--- config.mk ---
export PLATFORM = sky130hd
export DESIGN_NAME = ses_ctrl
export DESIGN_NICKNAME = d
export VERILOG_FILES = /design/src/sv/ses_pkg.sv /design/src/sv/ses_ctrl.sv
export SDC_FILE = /design/constraint.sdc
export NUM_CORES = 1
export LEC_CHECK = 0
export BUFFER_PORTS_ARGS = -buffer_cell sky130_fd_sc_hd__clkbuf_2
export CAP_MARGIN = 30
export CELL_PAD_IN_SITES_DETAIL_PLACEMENT = 1
export CELL_PAD_IN_SITES_GLOBAL_PLACEMENT = 2
export CORE_MARGIN = 2
export CORE_UTILIZATION = 28
export CTS_BUF_LIST = sky130_fd_sc_hd__clkbuf_8
export DETAILED_ROUTE_END_ITERATION = 10
export PLACE_DENSITY_LB_ADDON = 0.12
export SYNTH_ARGS = -nofsm -noshare
export SYNTH_HDL_FRONTEND = slang
export SYNTH_SLANG_ARGS = --single-unit
export TNS_END_PERCENT = 5
--- constraint.sdc ---
create_clock -name aclk -period 2.5 [get_ports aclk]
set_input_delay 0.5 -clock aclk [delete_from_list [all_inputs] [get_ports aclk]]
set_output_delay 0.5 -clock aclk [all_outputs]
set_load 0.05 [all_outputs]
--- src/sv/ses_pkg.sv ---
// Package: sizes, codes and controller/datapath interface types of the edit script engine
package ses_pkg;

    localparam int MAX_LEN    = 32;
    localparam int TOKEN_BITS = 32;
    localparam int LEN_W      = $clog2(MAX_LEN + 1);
    localparam int SA_W       = (MAX_LEN > 1) ? $clog2(MAX_LEN) : 1;
    localparam int DIAGS      = 2 * MAX_LEN + 1;
    localparam int D_W        = $clog2(DIAGS);
    localparam int K_W        = D_W + 1;
    localparam int TR_DEPTH   = DIAGS * DIAGS;
    localparam int TA_W       = $clog2(TR_DEPTH);
    localparam int CA_W       = TA_W + 2;

    localparam logic [1:0] REQ_LOAD_A  = 2'd0;
    localparam logic [1:0] REQ_LOAD_B  = 2'd1;
    localparam logic [1:0] REQ_COMPUTE = 2'd2;

    localparam logic [1:0] OP_COMMON = 2'd0;
    localparam logic [1:0] OP_ADD    = 2'd1;
    localparam logic [1:0] OP_DEL    = 2'd2;
    localparam logic [1:0] OP_NONE   = 2'd3;

    typedef struct packed {
        logic load;
        logic start;
        logic next_k;
        logic y_zero;
        logic rd_lo;
        logic rd_hi;
        logic set_y;
        logic snk_rd;
        logic snk_inc;
        logic tr_wr;
        logic found;
        logic y0_rd;
        logic y0_set;
        logic rd_y;
        logic set_ycur;
        logic set_cnt;
        logic emit_common;
        logic emit_op;
        logic emit_none;
        logic clear;
    } ses_cmd_t;

    typedef struct packed {
        logic k_out;
        logic d_zero;
        logic snk_go;
        logic tok_eq;
        logic at_end;
        logic cnt_zero;
        logic out_free;
        logic none_needed;
    } ses_sts_t;

endpackage

--- src/sv/ses_ctrl.sv ---
// Controller: sequences loading, diagonal search, trace walk-back and result emission
module ses_ctrl import ses_pkg::*; (
    input  logic       aclk,
    input  logic       aresetn,
    input  logic       s_tvalid,
    input  logic [1:0] s_tuser,
    output logic       s_tready,
    input  ses_sts_t   sts,
    output ses_cmd_t   cmd
);

    typedef enum logic [13:0] {
        ST_IDLE      = 14'h0001,
        ST_DIAG      = 14'h0002,
        ST_RD_HI     = 14'h0004,
        ST_RD_DEC    = 14'h0008,
        ST_SNK_ISSUE = 14'h0010,
        ST_SNK_CMP   = 14'h0020,
        ST_DIAG_END  = 14'h0040,
        ST_BT_Y0     = 14'h0080,
        ST_BT_Y0W    = 14'h0100,
        ST_BT_RDY    = 14'h0200,
        ST_BT_YCUR   = 14'h0400,
        ST_BT_RDHI   = 14'h0800,
        ST_BT_DEC    = 14'h1000,
        ST_EMIT      = 14'h2000
    } state_t;

    state_t state_reg, state_next;
    logic   accept;

    assign s_tready = (state_reg == ST_IDLE);
    assign accept   = s_tvalid && s_tready;

    always_comb begin
        state_next = state_reg;
        cmd        = '0;
        case (state_reg)
            ST_IDLE: begin
                if (accept) begin
                    if (s_tuser inside {REQ_LOAD_A, REQ_LOAD_B}) begin
                        cmd.load = 1'b1;
                    end else if (s_tuser == REQ_COMPUTE) begin
                        cmd.start  = 1'b1;
                        state_next = ST_DIAG;
                    end
                end
            end
            ST_DIAG: begin
                if (sts.k_out) begin
                    cmd.next_k = 1'b1;
                end else if (sts.d_zero) begin
                    cmd.y_zero = 1'b1;
                    state_next = ST_SNK_ISSUE;
                end else begin
                    cmd.rd_lo  = 1'b1;
                    state_next = ST_RD_HI;
                end
            end
            ST_RD_HI: begin
                cmd.rd_hi  = 1'b1;
                state_next = ST_RD_DEC;
            end
            ST_RD_DEC: begin
                cmd.set_y  = 1'b1;
                state_next = ST_SNK_ISSUE;
            end
            ST_SNK_ISSUE: begin
                if (sts.snk_go) begin
                    cmd.snk_rd = 1'b1;
                    state_next = ST_SNK_CMP;
                end else begin
                    state_next = ST_DIAG_END;
                end
            end
            ST_SNK_CMP: begin
                if (sts.tok_eq) begin
                    cmd.snk_inc = 1'b1;
                    state_next  = ST_SNK_ISSUE;
                end else begin
                    state_next = ST_DIAG_END;
                end
            end
            ST_DIAG_END: begin
                cmd.tr_wr = 1'b1;
                if (sts.at_end) begin
                    cmd.found  = 1'b1;
                    state_next = ST_BT_Y0;
                end else begin
                    cmd.next_k = 1'b1;
                    state_next = ST_DIAG;
                end
            end
            ST_BT_Y0: begin
                cmd.y0_rd  = 1'b1;
                state_next = ST_BT_Y0W;
            end
            ST_BT_Y0W: begin
                cmd.y0_set = 1'b1;
                state_next = ST_BT_RDY;
            end
            ST_BT_RDY: begin
                cmd.rd_y   = 1'b1;
                state_next = ST_BT_YCUR;
            end
            ST_BT_YCUR: begin
                cmd.set_ycur = 1'b1;
                if (sts.d_zero) begin
                    state_next = ST_EMIT;
                end else begin
                    cmd.rd_lo  = 1'b1;
                    state_next = ST_BT_RDHI;
                end
            end
            ST_BT_RDHI: begin
                cmd.rd_hi  = 1'b1;
                state_next = ST_BT_DEC;
            end
            ST_BT_DEC: begin
                cmd.set_cnt = 1'b1;
                state_next  = ST_EMIT;
            end
            ST_EMIT: begin
                if (sts.out_free) begin
                    if (!sts.cnt_zero) begin
                        cmd.emit_common = 1'b1;
                    end else if (!sts.d_zero) begin
                        cmd.emit_op = 1'b1;
                        state_next  = ST_BT_RDY;
                    end else begin
                        // end of the walk back: a single "none" item only when both sequences are empty
                        cmd.emit_none = sts.none_needed;
                        cmd.clear     = 1'b1;
                        state_next    = ST_IDLE;
                    end
                end
            end
            default: begin
                state_next = ST_IDLE;
            end
        endcase
    end

    always_ff @(posedge aclk) begin
        if (!aresetn) begin
            state_reg <= ST_IDLE;
        end else begin
            state_reg <= state_next;
        end
    end

endmodule

==> flow_summary.yaml, run 1 <==
run_status:
  run_status: "finished clean"
synthesis:
  syn-num-nets: 144
  yosys_most_used_dff: "sky130_fd_sc_hd__dfxtp_1"
  commonest_cells_post_synth: "sky130_fd_sc_hd__nor2_1, sky130_fd_sc_hd__dfxtp_1, sky130_fd_sc_hd__nand2_1"
  async_flop_share_pct: 0
  yosys_warnings: 0
  synth_largest_area_cell: "sky130_fd_sc_hd__dfxtp_1"
  syn_avg_cell_area_um2: 7.75
  synth.cell_area_mm2: 0.00101
  ys_ff_latch: 14
  netlist-cell-type-count: 44
  synth_top_cell_area_share_pct: 27.6
  leading_cell_type_by_number_of_instances_after_synthesis: "sky130_fd_sc_hd__nor2_1"
  synth.yosys.seq_area_share_pct: 27.6
  top_post_synthesis_cells_by_area: "sky130_fd_sc_hd__dfxtp_1, sky130_fd_sc_hd__nor4_4, sky130_fd_sc_hd__nor2_1, sky130_fd_sc_hd__nand2_1, sky130_fd_sc_hd__nor3_1"
  synth_edf_count: 0
  postSynthCellCount: 131
routing:
  route.detailed.wl_per_inst_um: 15.1
  drt.antenna.violating_nets: 0
  via_count: 1158
  drc: 0
  routed_via_density: 5.10
  detail_route.first_pass.iterations: 4
  drt_first_iter_violations: 23
  totalWireLength_um: 3430
setup_path:
  required_time_at_the_worst_slack_endpoint_ns: 2.00
  critical_path.reg2reg.endpoint: "state_reg[3]"
  timing.critical_path.fanout_max: 7
  r2r_setup_slack_ns: 0.56
  reg2regPathDepth: 7
  end_kind: "output pin"
  critical_path.startpoint_type: "register"
  critical_path.reg2reg.startpoint: "state_reg[4]"
  crit_type: "reg2out"
  worstPathArrival_ns: 1.98
finish:
  final_layout_size_suffix_gt1_share_pct: 45.3
  n_fill_cell: 423
  area_used_by_multi_input_combinational_logic_um2: 726
  largest_reg_flops: 14
  number_of_diodes_added_for_antenna_fixing: 0
  num-nets-final: 196
  area_growth_pct: 51.3
  layout.area.seq_um2: 284
sta:
  layout_worst_path_cycle_share_pct: 99.2
  timing.final.crit_period_ns: 2.48
  tightest_slew_ns: 0.426
  finalHoldViolations: 0
  finClkSkew_ns: 0.00228
  maxSlewViolCount: 0
  finalSetupViolations: 0
  worst_hold_slack_ns: 0.535
  final.setup.tns_ns: 0
  timing.max_slew.rel_slack_pct: 71.2
  timing.fmax_mhz: 403
  grt_setup_unrepaired: "true"
clock_tree:
  clk_path_buf_depth: 2
  cts_max_level: 1
  cts-buffers-inserted: 3
  tritoncts: "yes"
  clk_pin_slew_worst_paths_ns: 0.06
  cts.sinks: 14
  latest_clock_arrival_within_the_worst_skew_pair_ns: 0.25
  postCtsHoldBufs: 0
  clockRootBuffer: "sky130_fd_sc_hd__clkbuf_8"
pwr:
  ir_drop_worst_vdd_mv: 0.278
  intPower_uw: 426
  power_frac_seq_pct: 37.0
  share_clk_of_total_power_pct: 28.5
  power.switching_fraction_pct: 35.9
  combinational_share_of_power_pct: 34.5
  total_leakage_power_nw: 0.695
  p_switching_uw: 238
  cellPowerDensity_mw_per_mm2: 432
floorplan:
  row_count: 21
  initial_utilization_pct: 29.7
  pin_count: 34
  floorplan.die.height_um: 64.2
  die_w_um: 64.2
  core_region_area_mm2: 0.00342
  floorplan.die_area_mm2: 0.00412
global_route:
  grt_antenna_before_repair: 0
  grt_first_pass_wirelength_um: 5900
  grt_pass1_vias: 1206
  grt_use_total_pct: 18.6
  grt_overflow: 0
  maximum_number_of_pins_on_one_net_before_global_route_repair: 9
place:
  place_hpwl_um: 2770
  gp_congestion: 0.868
  port_buffers: 33
flow_run:
  max_cap_violations: 0
min_path:
  min_from: "aresetn"
  number_of_stages_on_the_worst_hold_path: 3
  hold_end: "state_reg[2]"
  timing.hold.worst.class: "in2reg"
-- power by group through the flow --
stage	logic [mW]	registers [mW]	clock network (mW)
6_report	0.229	0.245	0.189
5_1_grt	0.249	0.247	0.205
4_1_cts	0.214	0.245	0.195
3_5_place_dp	0.209	0.250	0
3_3_place_gp	0.206	0.250	0
2_1_floorplan	0.138	0.248	0
-- metrics by stage --
step | cell area [um2] | cells | power (mW) | util [%] | setup slack (ns)
4_1_cts | 1450 | 226 | 0.655 | 42.4 | -0.0128
5_1_grt | 1540 | 227 | 0.701 | 44.9 | -0.0877
3_3_place_gp | 1340 | 221 | 0.456 | 39.2 | 0.139
2_1_floorplan | 1020 | 131 | 0.386 | - | -0.490
3_5_place_dp | 1340 | 221 | 0.460 | 39.2 | 0.0887
6_report | 1540 | 227 | 0.664 | 44.9 | 0.0209
-- per-layer routing --
layer,global-route usage [%],vias up,share of wire (%)
li1,-,575,-
met1,22.2,541,45
met2,32.6,35,48
met3,2.99,7,4.3
met4,8.24,0,2.5
met5,0,-,0
-- cell usage in the layout, fill, tap and decap left out, types with 3 or more instances in the layout --
master / netlist / routed
sky130_fd_sc_hd__inv_1: 10 / 10
sky130_fd_sc_hd__xnor2_1: 3 / 3
sky130_fd_sc_hd__clkbuf_4: 0 / 4
sky130_fd_sc_hd__a21oi_1: 4 / 3
sky130_fd_sc_hd__dfxtp_1: 14 / 11
sky130_fd_sc_hd__buf_4: 0 / 24
sky130_fd_sc_hd__clkbuf_8: 0 / 4
sky130_fd_sc_hd__nor4_4: 3 / 5
sky130_fd_sc_hd__nor2_2: 0 / 3
sky130_fd_sc_hd__nor4_1: 5 / 3
sky130_fd_sc_hd__buf_6: 1 / 4
sky130_fd_sc_hd__nand2_1: 13 / 13
sky130_fd_sc_hd__o21ai_0: 3 / 3
sky130_fd_sc_hd__nor2_1: 16 / 13
sky130_fd_sc_hd__nor3_1: 8 / 8
sky130_fd_sc_hd__nor3b_1: 4 / 4
sky130_fd_sc_hd__dfxtp_2: 0 / 3
sky130_fd_sc_hd__nand3_1: 5 / 5
sky130_fd_sc_hd__clkbuf_2: 1 / 18
-- worst max path at each step --
stage            startpoint  endpoint  slack (ns)  cells after the start
3_3_place_gp   state_reg[3]   cmd[17]        0.14                      5
4_1_cts        state_reg[3]   cmd[17]       -0.01                      5
6_report       state_reg[3]   cmd[17]        0.02                      5
3_5_place_dp   state_reg[9]   cmd[15]        0.09                      5
5_1_grt        state_reg[4]   cmd[15]       -0.09                      5
2_1_floorplan  state_reg[4]   cmd[14]       -0.49                      4
-- kinds of logic (layout without fill, tap and decap cells) --
group,after synthesis,in the layout,synth area share [%]
simple gates,77,77,48.8
buf+inv,18,68,8.01
compound gates,17,17,11.2
flops,14,14,27.6
xor+xnor,5,5,4.32
-- critical path, cell delays in order, from the launching register on --
cell,delay (ns)
sky130_fd_sc_hd__dfxtp_2,0.36
sky130_fd_sc_hd__nor4_4,0.32
sky130_fd_sc_hd__nand4_2,0.16
sky130_fd_sc_hd__or4b_4,0.56
sky130_fd_sc_hd__o21ai_2,0.14
sky130_fd_sc_hd__clkbuf_8,0.19
-- timing repair --
item / 4_1_cts / 5_1_grt
endpoints found under the setup margin: 12 / 20
pin swaps: 5 / 5
setup buffers: 2 / 1
gates resized for setup: 15 / 38
-- layout make-up --
type	count	share of cell area, %
multi-input cells	99	47.3
repair buffers	54	25.0
flip-flops and latches	14	18.5
well taps	46	3.75
inverters	11	2.77
clock buffers	3	2.69
No activity file was read; power rests on OpenSTA's default activity.
==> run 2, diff against run 1 <==
--- a/config.mk
+++ b/config.mk
@@ -14,6 +14,7 @@
 export CTS_BUF_LIST = sky130_fd_sc_hd__clkbuf_8
 export DETAILED_ROUTE_END_ITERATION = 10
 export PLACE_DENSITY_LB_ADDON = 0.12
+export SKIP_LAST_GASP = 1
 export SYNTH_ARGS = -nofsm -noshare
 export SYNTH_HDL_FRONTEND = slang
 export SYNTH_SLANG_ARGS = --single-unit
==> constraint.sdc (replaced) <==
create_clock -name aclk -period 2.85 [get_ports aclk]
set_input_delay 0.57 -clock aclk [delete_from_list [all_inputs] [get_ports aclk]]
set_output_delay 0.57 -clock aclk [all_outputs]
set_load 0.05 [all_outputs]
==> flow_summary.yaml, run 2 (synthesis results as in run 1) <==
run_status:
  run_status: "finished clean"
clock_tree:
  postCtsHoldBufs: 0
  clk_pin_slew_worst_paths_ns: 0.06
  cts.sinks: 14
  clockRootBuffer: "sky130_fd_sc_hd__clkbuf_8"
  clk_path_buf_depth: 2
  cts_max_level: 1
  cts-buffers-inserted: 3
  tritoncts: "yes"
  latest_clock_arrival_within_the_worst_skew_pair_ns: 0.25
place:
  port_buffers: 33
  place_hpwl_um: 2600
  gp_congestion: 0.806
sta:
  maxSlewViolCount: 0
  timing.fmax_mhz: 359
  tightest_slew_ns: 0.399
  layout_worst_path_cycle_share_pct: 97.6
  finalSetupViolations: 0
  timing.final.crit_period_ns: 2.78
  grt_setup_unrepaired: "true"
  finClkSkew_ns: 0.00191
  worst_hold_slack_ns: 0.581
  finalHoldViolations: 0
  final.setup.tns_ns: 0
  timing.max_slew.rel_slack_pct: 73.0
floorplan:
  initial_utilization_pct: 29.7
  core_region_area_mm2: 0.00342
  row_count: 21
  floorplan.die_area_mm2: 0.00412
  pin_count: 34
  floorplan.die.height_um: 64.2
  die_w_um: 64.2
global_route:
  grt_use_total_pct: 16.1
  grt_first_pass_wirelength_um: 5240
  grt_antenna_before_repair: 0
  maximum_number_of_pins_on_one_net_before_global_route_repair: 10
  busiest_layer: "met2"
  grt_overflow: 0
  grt.met2_usage_pct: 29.4
  use_met3_pct: 2.29
  groute.layer.met1.usage_pct: 19.3
  grt_pass1_vias: 1140
setup_path:
  required_time_at_the_worst_slack_endpoint_ns: 2.28
  crit_type: "reg2out"
  end_kind: "output pin"
  critical_path.startpoint_type: "register"
  worstPathArrival_ns: 2.21
  timing.critical_path.fanout_max: 7
  critical_path.reg2reg.startpoint: "state_reg[3]"
  r2r_setup_slack_ns: 0.87
  reg2regPathDepth: 7
  critical_path.reg2reg.endpoint: "state_reg[1]"
routing:
  drt_first_iter_violations: 51
  route.detailed.wl_per_inst_um: 14.7
  drt.antenna.violating_nets: 0
  detail_route.first_pass.iterations: 4
  drc: 0
  routed_via_density: 5.22
  via_count: 1122
  totalWireLength_um: 3170
finish:
  num-nets-final: 183
  final_layout_size_suffix_gt1_share_pct: 32.0
  final_cell_mix: "sky130_fd_sc_hd__clkbuf_2, sky130_fd_sc_hd__nor2_1, sky130_fd_sc_hd__dfxtp_1"
  area_growth_pct: 30.6
  final_common_cell: "sky130_fd_sc_hd__clkbuf_2"
  number_of_diodes_added_for_antenna_fixing: 0
  largest_reg_flops: 14
min_path:
  hold_end: "state_reg[8]"
  timing.hold.worst.class: "reg2reg"
  number_of_stages_on_the_worst_hold_path: 2
  min_from: "state_reg[7]"
pwr:
  total_leakage_power_nw: 0.601
  totalPowerFinal_uw: 589
  cellPowerDensity_mw_per_mm2: 445
  ir_drop_worst_vdd_mv: 0.255
flow_run:
  max_cap_violations: 0
## run 2: metal layers
layer	vias to the layer above	routed length, um	part of all wire (%)
li1	553	-	-
met1	528	1410	45
met2	36	1520	48
met3	5	195	6.2
met4	0	40	1.3
met5	-	0	0
## run 2: cell type report
| cell class | count | area (um2) |
|---|---|---|
| Timing Repair Buffer | 41 | 230 |
| Clock buffer | 4 | 55.1 |
| Sequential cell | 14 | 280 |
| Fill cell | 450 | 2090 |
| Tap cell | 46 | 57.6 |
| Multi-Input combinational cell | 99 | 659 |
| Inverter | 11 | 42.5 |
## run 2: worst max-delay path, cell delays in order, from the launching register on
cell and delay [ns]:
sky130_fd_sc_hd__dfxtp_1 0.38, sky130_fd_sc_hd__nor4_4 0.26, sky130_fd_sc_hd__buf_4 0.17, sky130_fd_sc_hd__nand4_2 0.18, sky130_fd_sc_hd__or4b_4 0.59, sky130_fd_sc_hd__o21ai_1 0.13, sky130_fd_sc_hd__clkbuf_4 0.24
## run 2: stage by stage
step,setup WS [ns],cell area [um2],utilization [%],cells
3_5_place_dp,0.179,1260,36.8,210
3_3_place_gp,0.221,1260,36.8,210
2_1_floorplan,-0.210,1020,-,131
6_report,0.0675,1330,38.8,215
4_1_cts,0.00709,1320,38.5,214
5_1_grt,-0.0379,1330,38.8,215
## run 2: how the worst max path moves through the flow
stage	startpoint	endpoint	slack, ns
after floorplan	state_reg[4]	cmd[14]	-0.21
after global placement	state_reg[2]	cmd[17]	0.22
after detailed placement	state_reg[2]	cmd[17]	0.18
after CTS	state_reg[9]	cmd[9]	0.007
after global routing	state_reg[4]	cmd[15]	-0.04
final	state_reg[3]	cmd[17]	0.07
## run 2: what timing repair did
action                     4_1_cts  5_1_grt
gates resized for setup          1        3
setup endpoints to repair        3        4
gates cloned                     0        0
setup buffers                    0        1
pin swaps                        1        3
## run 2: where the power goes
| part | switching, mW | internal, mW | total [mW] |
|---|---|---|---|
| sequential | 0.0144 | 0.203 | 0.217 |
| combinational | 0.113 | 0.0604 | 0.173 |
| clock | 0.0762 | 0.123 | 0.199 |
==> run 3, diff against run 2 <==
--- a/config.mk
+++ b/config.mk
@@ -10,7 +10,7 @@
 export CELL_PAD_IN_SITES_DETAIL_PLACEMENT = 1
 export CELL_PAD_IN_SITES_GLOBAL_PLACEMENT = 2
 export CORE_MARGIN = 2
-export CORE_UTILIZATION = 28
+export CORE_UTILIZATION = 30
 export CTS_BUF_LIST = sky130_fd_sc_hd__clkbuf_8
 export DETAILED_ROUTE_END_ITERATION = 10
 export PLACE_DENSITY_LB_ADDON = 0.12
==> constraint.sdc (replaced) <==
create_clock -name aclk -period 3.4 [get_ports aclk]
set_input_delay 0.68 -clock aclk [delete_from_list [all_inputs] [get_ports aclk]]
set_output_delay 0.68 -clock aclk [all_outputs]
set_load 0.05 [all_outputs]
==> flow_summary.yaml, run 3 (synthesis results as in run 1) <==
run_status:
  run_status: "finished clean"
routing:
  routed_via_density: 5.22
  totalWireLength_um: 3090
  drt.antenna.violating_nets: 0
  via_count: 1076
  detail_route.first_pass.iterations: 4
  drt_first_iter_violations: 45
  route.detailed.wl_per_inst_um: 15.0
  drc: 0
global_route:
  maximum_number_of_pins_on_one_net_before_global_route_repair: 10
  grt_pass1_vias: 1077
  grt_antenna_before_repair: 0
  grt_use_total_pct: 16.9
  grt_first_pass_wirelength_um: 5220
  grt_overflow: 0
setup_path:
  critical_path.reg2reg.startpoint: "state_reg[4]"
  reg2regPathDepth: 5
  timing.critical_path.fanout_max: 9
  worstPathArrival_ns: 2.38
  end_kind: "output pin"
  critical_path.startpoint_type: "register"
  required_time_at_the_worst_slack_endpoint_ns: 2.72
  r2r_setup_slack_ns: 1.09
  critical_path.reg2reg.endpoint: "state_reg[12]"
  worst_setup_path_startpoint: "state_reg[2]"
  crit_type: "reg2out"
  timing.critical_path.to: "cmd[17]"
pwr:
  total_leakage_power_nw: 0.552
  cellPowerDensity_mw_per_mm2: 368
  ir_drop_worst_vdd_mv: 0.197
clock_tree:
  cts_post_setup_buffers_inserted: 0
  postCtsHoldBufs: 0
  cts-buffers-inserted: 3
  clockRootBuffer: "sky130_fd_sc_hd__clkbuf_8"
  clk_path_buf_depth: 2
  tritoncts: "yes"
  clk_pin_slew_worst_paths_ns: 0.06
  cts_resized: 0
  cts.sinks: 14
  cts_max_level: 1
  latest_clock_arrival_within_the_worst_skew_pair_ns: 0.25
finish:
  num-nets-final: 175
  n_fill_cell: 426
  area_growth_pct: 22.2
  final_cell_mix: "sky130_fd_sc_hd__clkbuf_2, sky130_fd_sc_hd__nor2_1, sky130_fd_sc_hd__dfxtp_1"
  final_common_cell: "sky130_fd_sc_hd__clkbuf_2"
  final_layout_size_suffix_gt1_share_pct: 27.5
  final_cell_area_mm2: 0.00124
  largest_reg_flops: 14
  number_of_diodes_added_for_antenna_fixing: 0
floorplan:
  core_region_area_mm2: 0.00328
  initial_utilization_pct: 30.9
  floorplan.die.height_um: 62.2
  die_w_um: 62.2
  row_count: 21
  floorplan.die_area_mm2: 0.00386
  pin_count: 34
place:
  setup_ws_pre_cts_ns: 0.595
  detailed_place.area_mm2: 0.00120
  place_hpwl_um: 2500
  port_buffers: 33
  gp_congestion: 0.877
sta:
  finalSetupViolations: 0
  maxSlewViolCount: 0
  timing.final.crit_period_ns: 3.06
  final.setup.tns_ns: 0
  timing.fmax_mhz: 327
  layout_worst_path_cycle_share_pct: 89.9
  timing.max_slew.rel_slack_pct: 59.4
  finalHoldViolations: 0
  finClkSkew_ns: 0.00386
  tightest_slew_ns: 0.600
  final_critical_path_setup_slack_ns: 0.342
  worst_hold_slack_ns: 0.603
  grt_setup_unrepaired: "false"
min_path:
  timing.hold.worst.class: "reg2reg"
flow_run:
  max_cap_violations: 0
[run 3: cell types whose count changed in the layout (fill, tap and decap cells not counted), sizes merged]
cell	change
buf	-9
[run 3: area by class of cell]
type / count / area [um2] / area share, %
sequential: 14 / 280 / 22.6
multi-input combinational: 99 / 653 / 52.7
clock buffer: 3 / 41.3 / 3.33
tap: 46 / 57.6 / 4.64
timing repair buffer: 33 / 165 / 13.3
inverter: 11 / 42.5 / 3.43
[run 3: per-layer routing]
metal	vias up	GRT usage (%)	wire length, um
met5	-	0	0
met2	27	28.1	1460
li1	530	-	-
met4	0	3.33	26
met3	4	3.80	137
met1	515	22.5	1470
[run 3: worst max-delay path, stage by stage, from the launching register on]
cell and delay [ns]:
sky130_fd_sc_hd__dfxtp_1 0.41, sky130_fd_sc_hd__nor4_4 0.45, sky130_fd_sc_hd__nand4_2 0.24, sky130_fd_sc_hd__or4b_4 0.61, sky130_fd_sc_hd__o21ai_1 0.13, sky130_fd_sc_hd__clkbuf_2 0.29
[run 3: power by group]
group | internal [mW] | switching, mW | leakage (nW)
registers | 0.170 | 0.0121 | 0.113
clock network | 0.0785 | 0.0590 | 0.0216
logic | 0.0423 | 0.0942 | 0.418
[run 3: worst min-delay path by stage]
stage,start,depth (start not counted),slack [ns],to
after floorplan,state_reg[7],2,0.53,state_reg[8]
after global placement,state_reg[7],2,0.59,state_reg[8]
after detailed placement,state_reg[7],2,0.59,state_reg[8]
after CTS,state_reg[7],2,0.60,state_reg[8]
after global routing,state_reg[7],2,0.62,state_reg[8]
final,state_reg[7],2,0.60,state_reg[8]
[run 3: through the flow]
step	power [mW]	std cells	utilization (%)
after floorplan	0.284	131	-
after CTS	0.462	206	37.8
after detailed placement	0.325	203	36.5
after global routing	0.484	206	37.8
after global placement	0.322	203	36.5
final	0.456	206	37.8
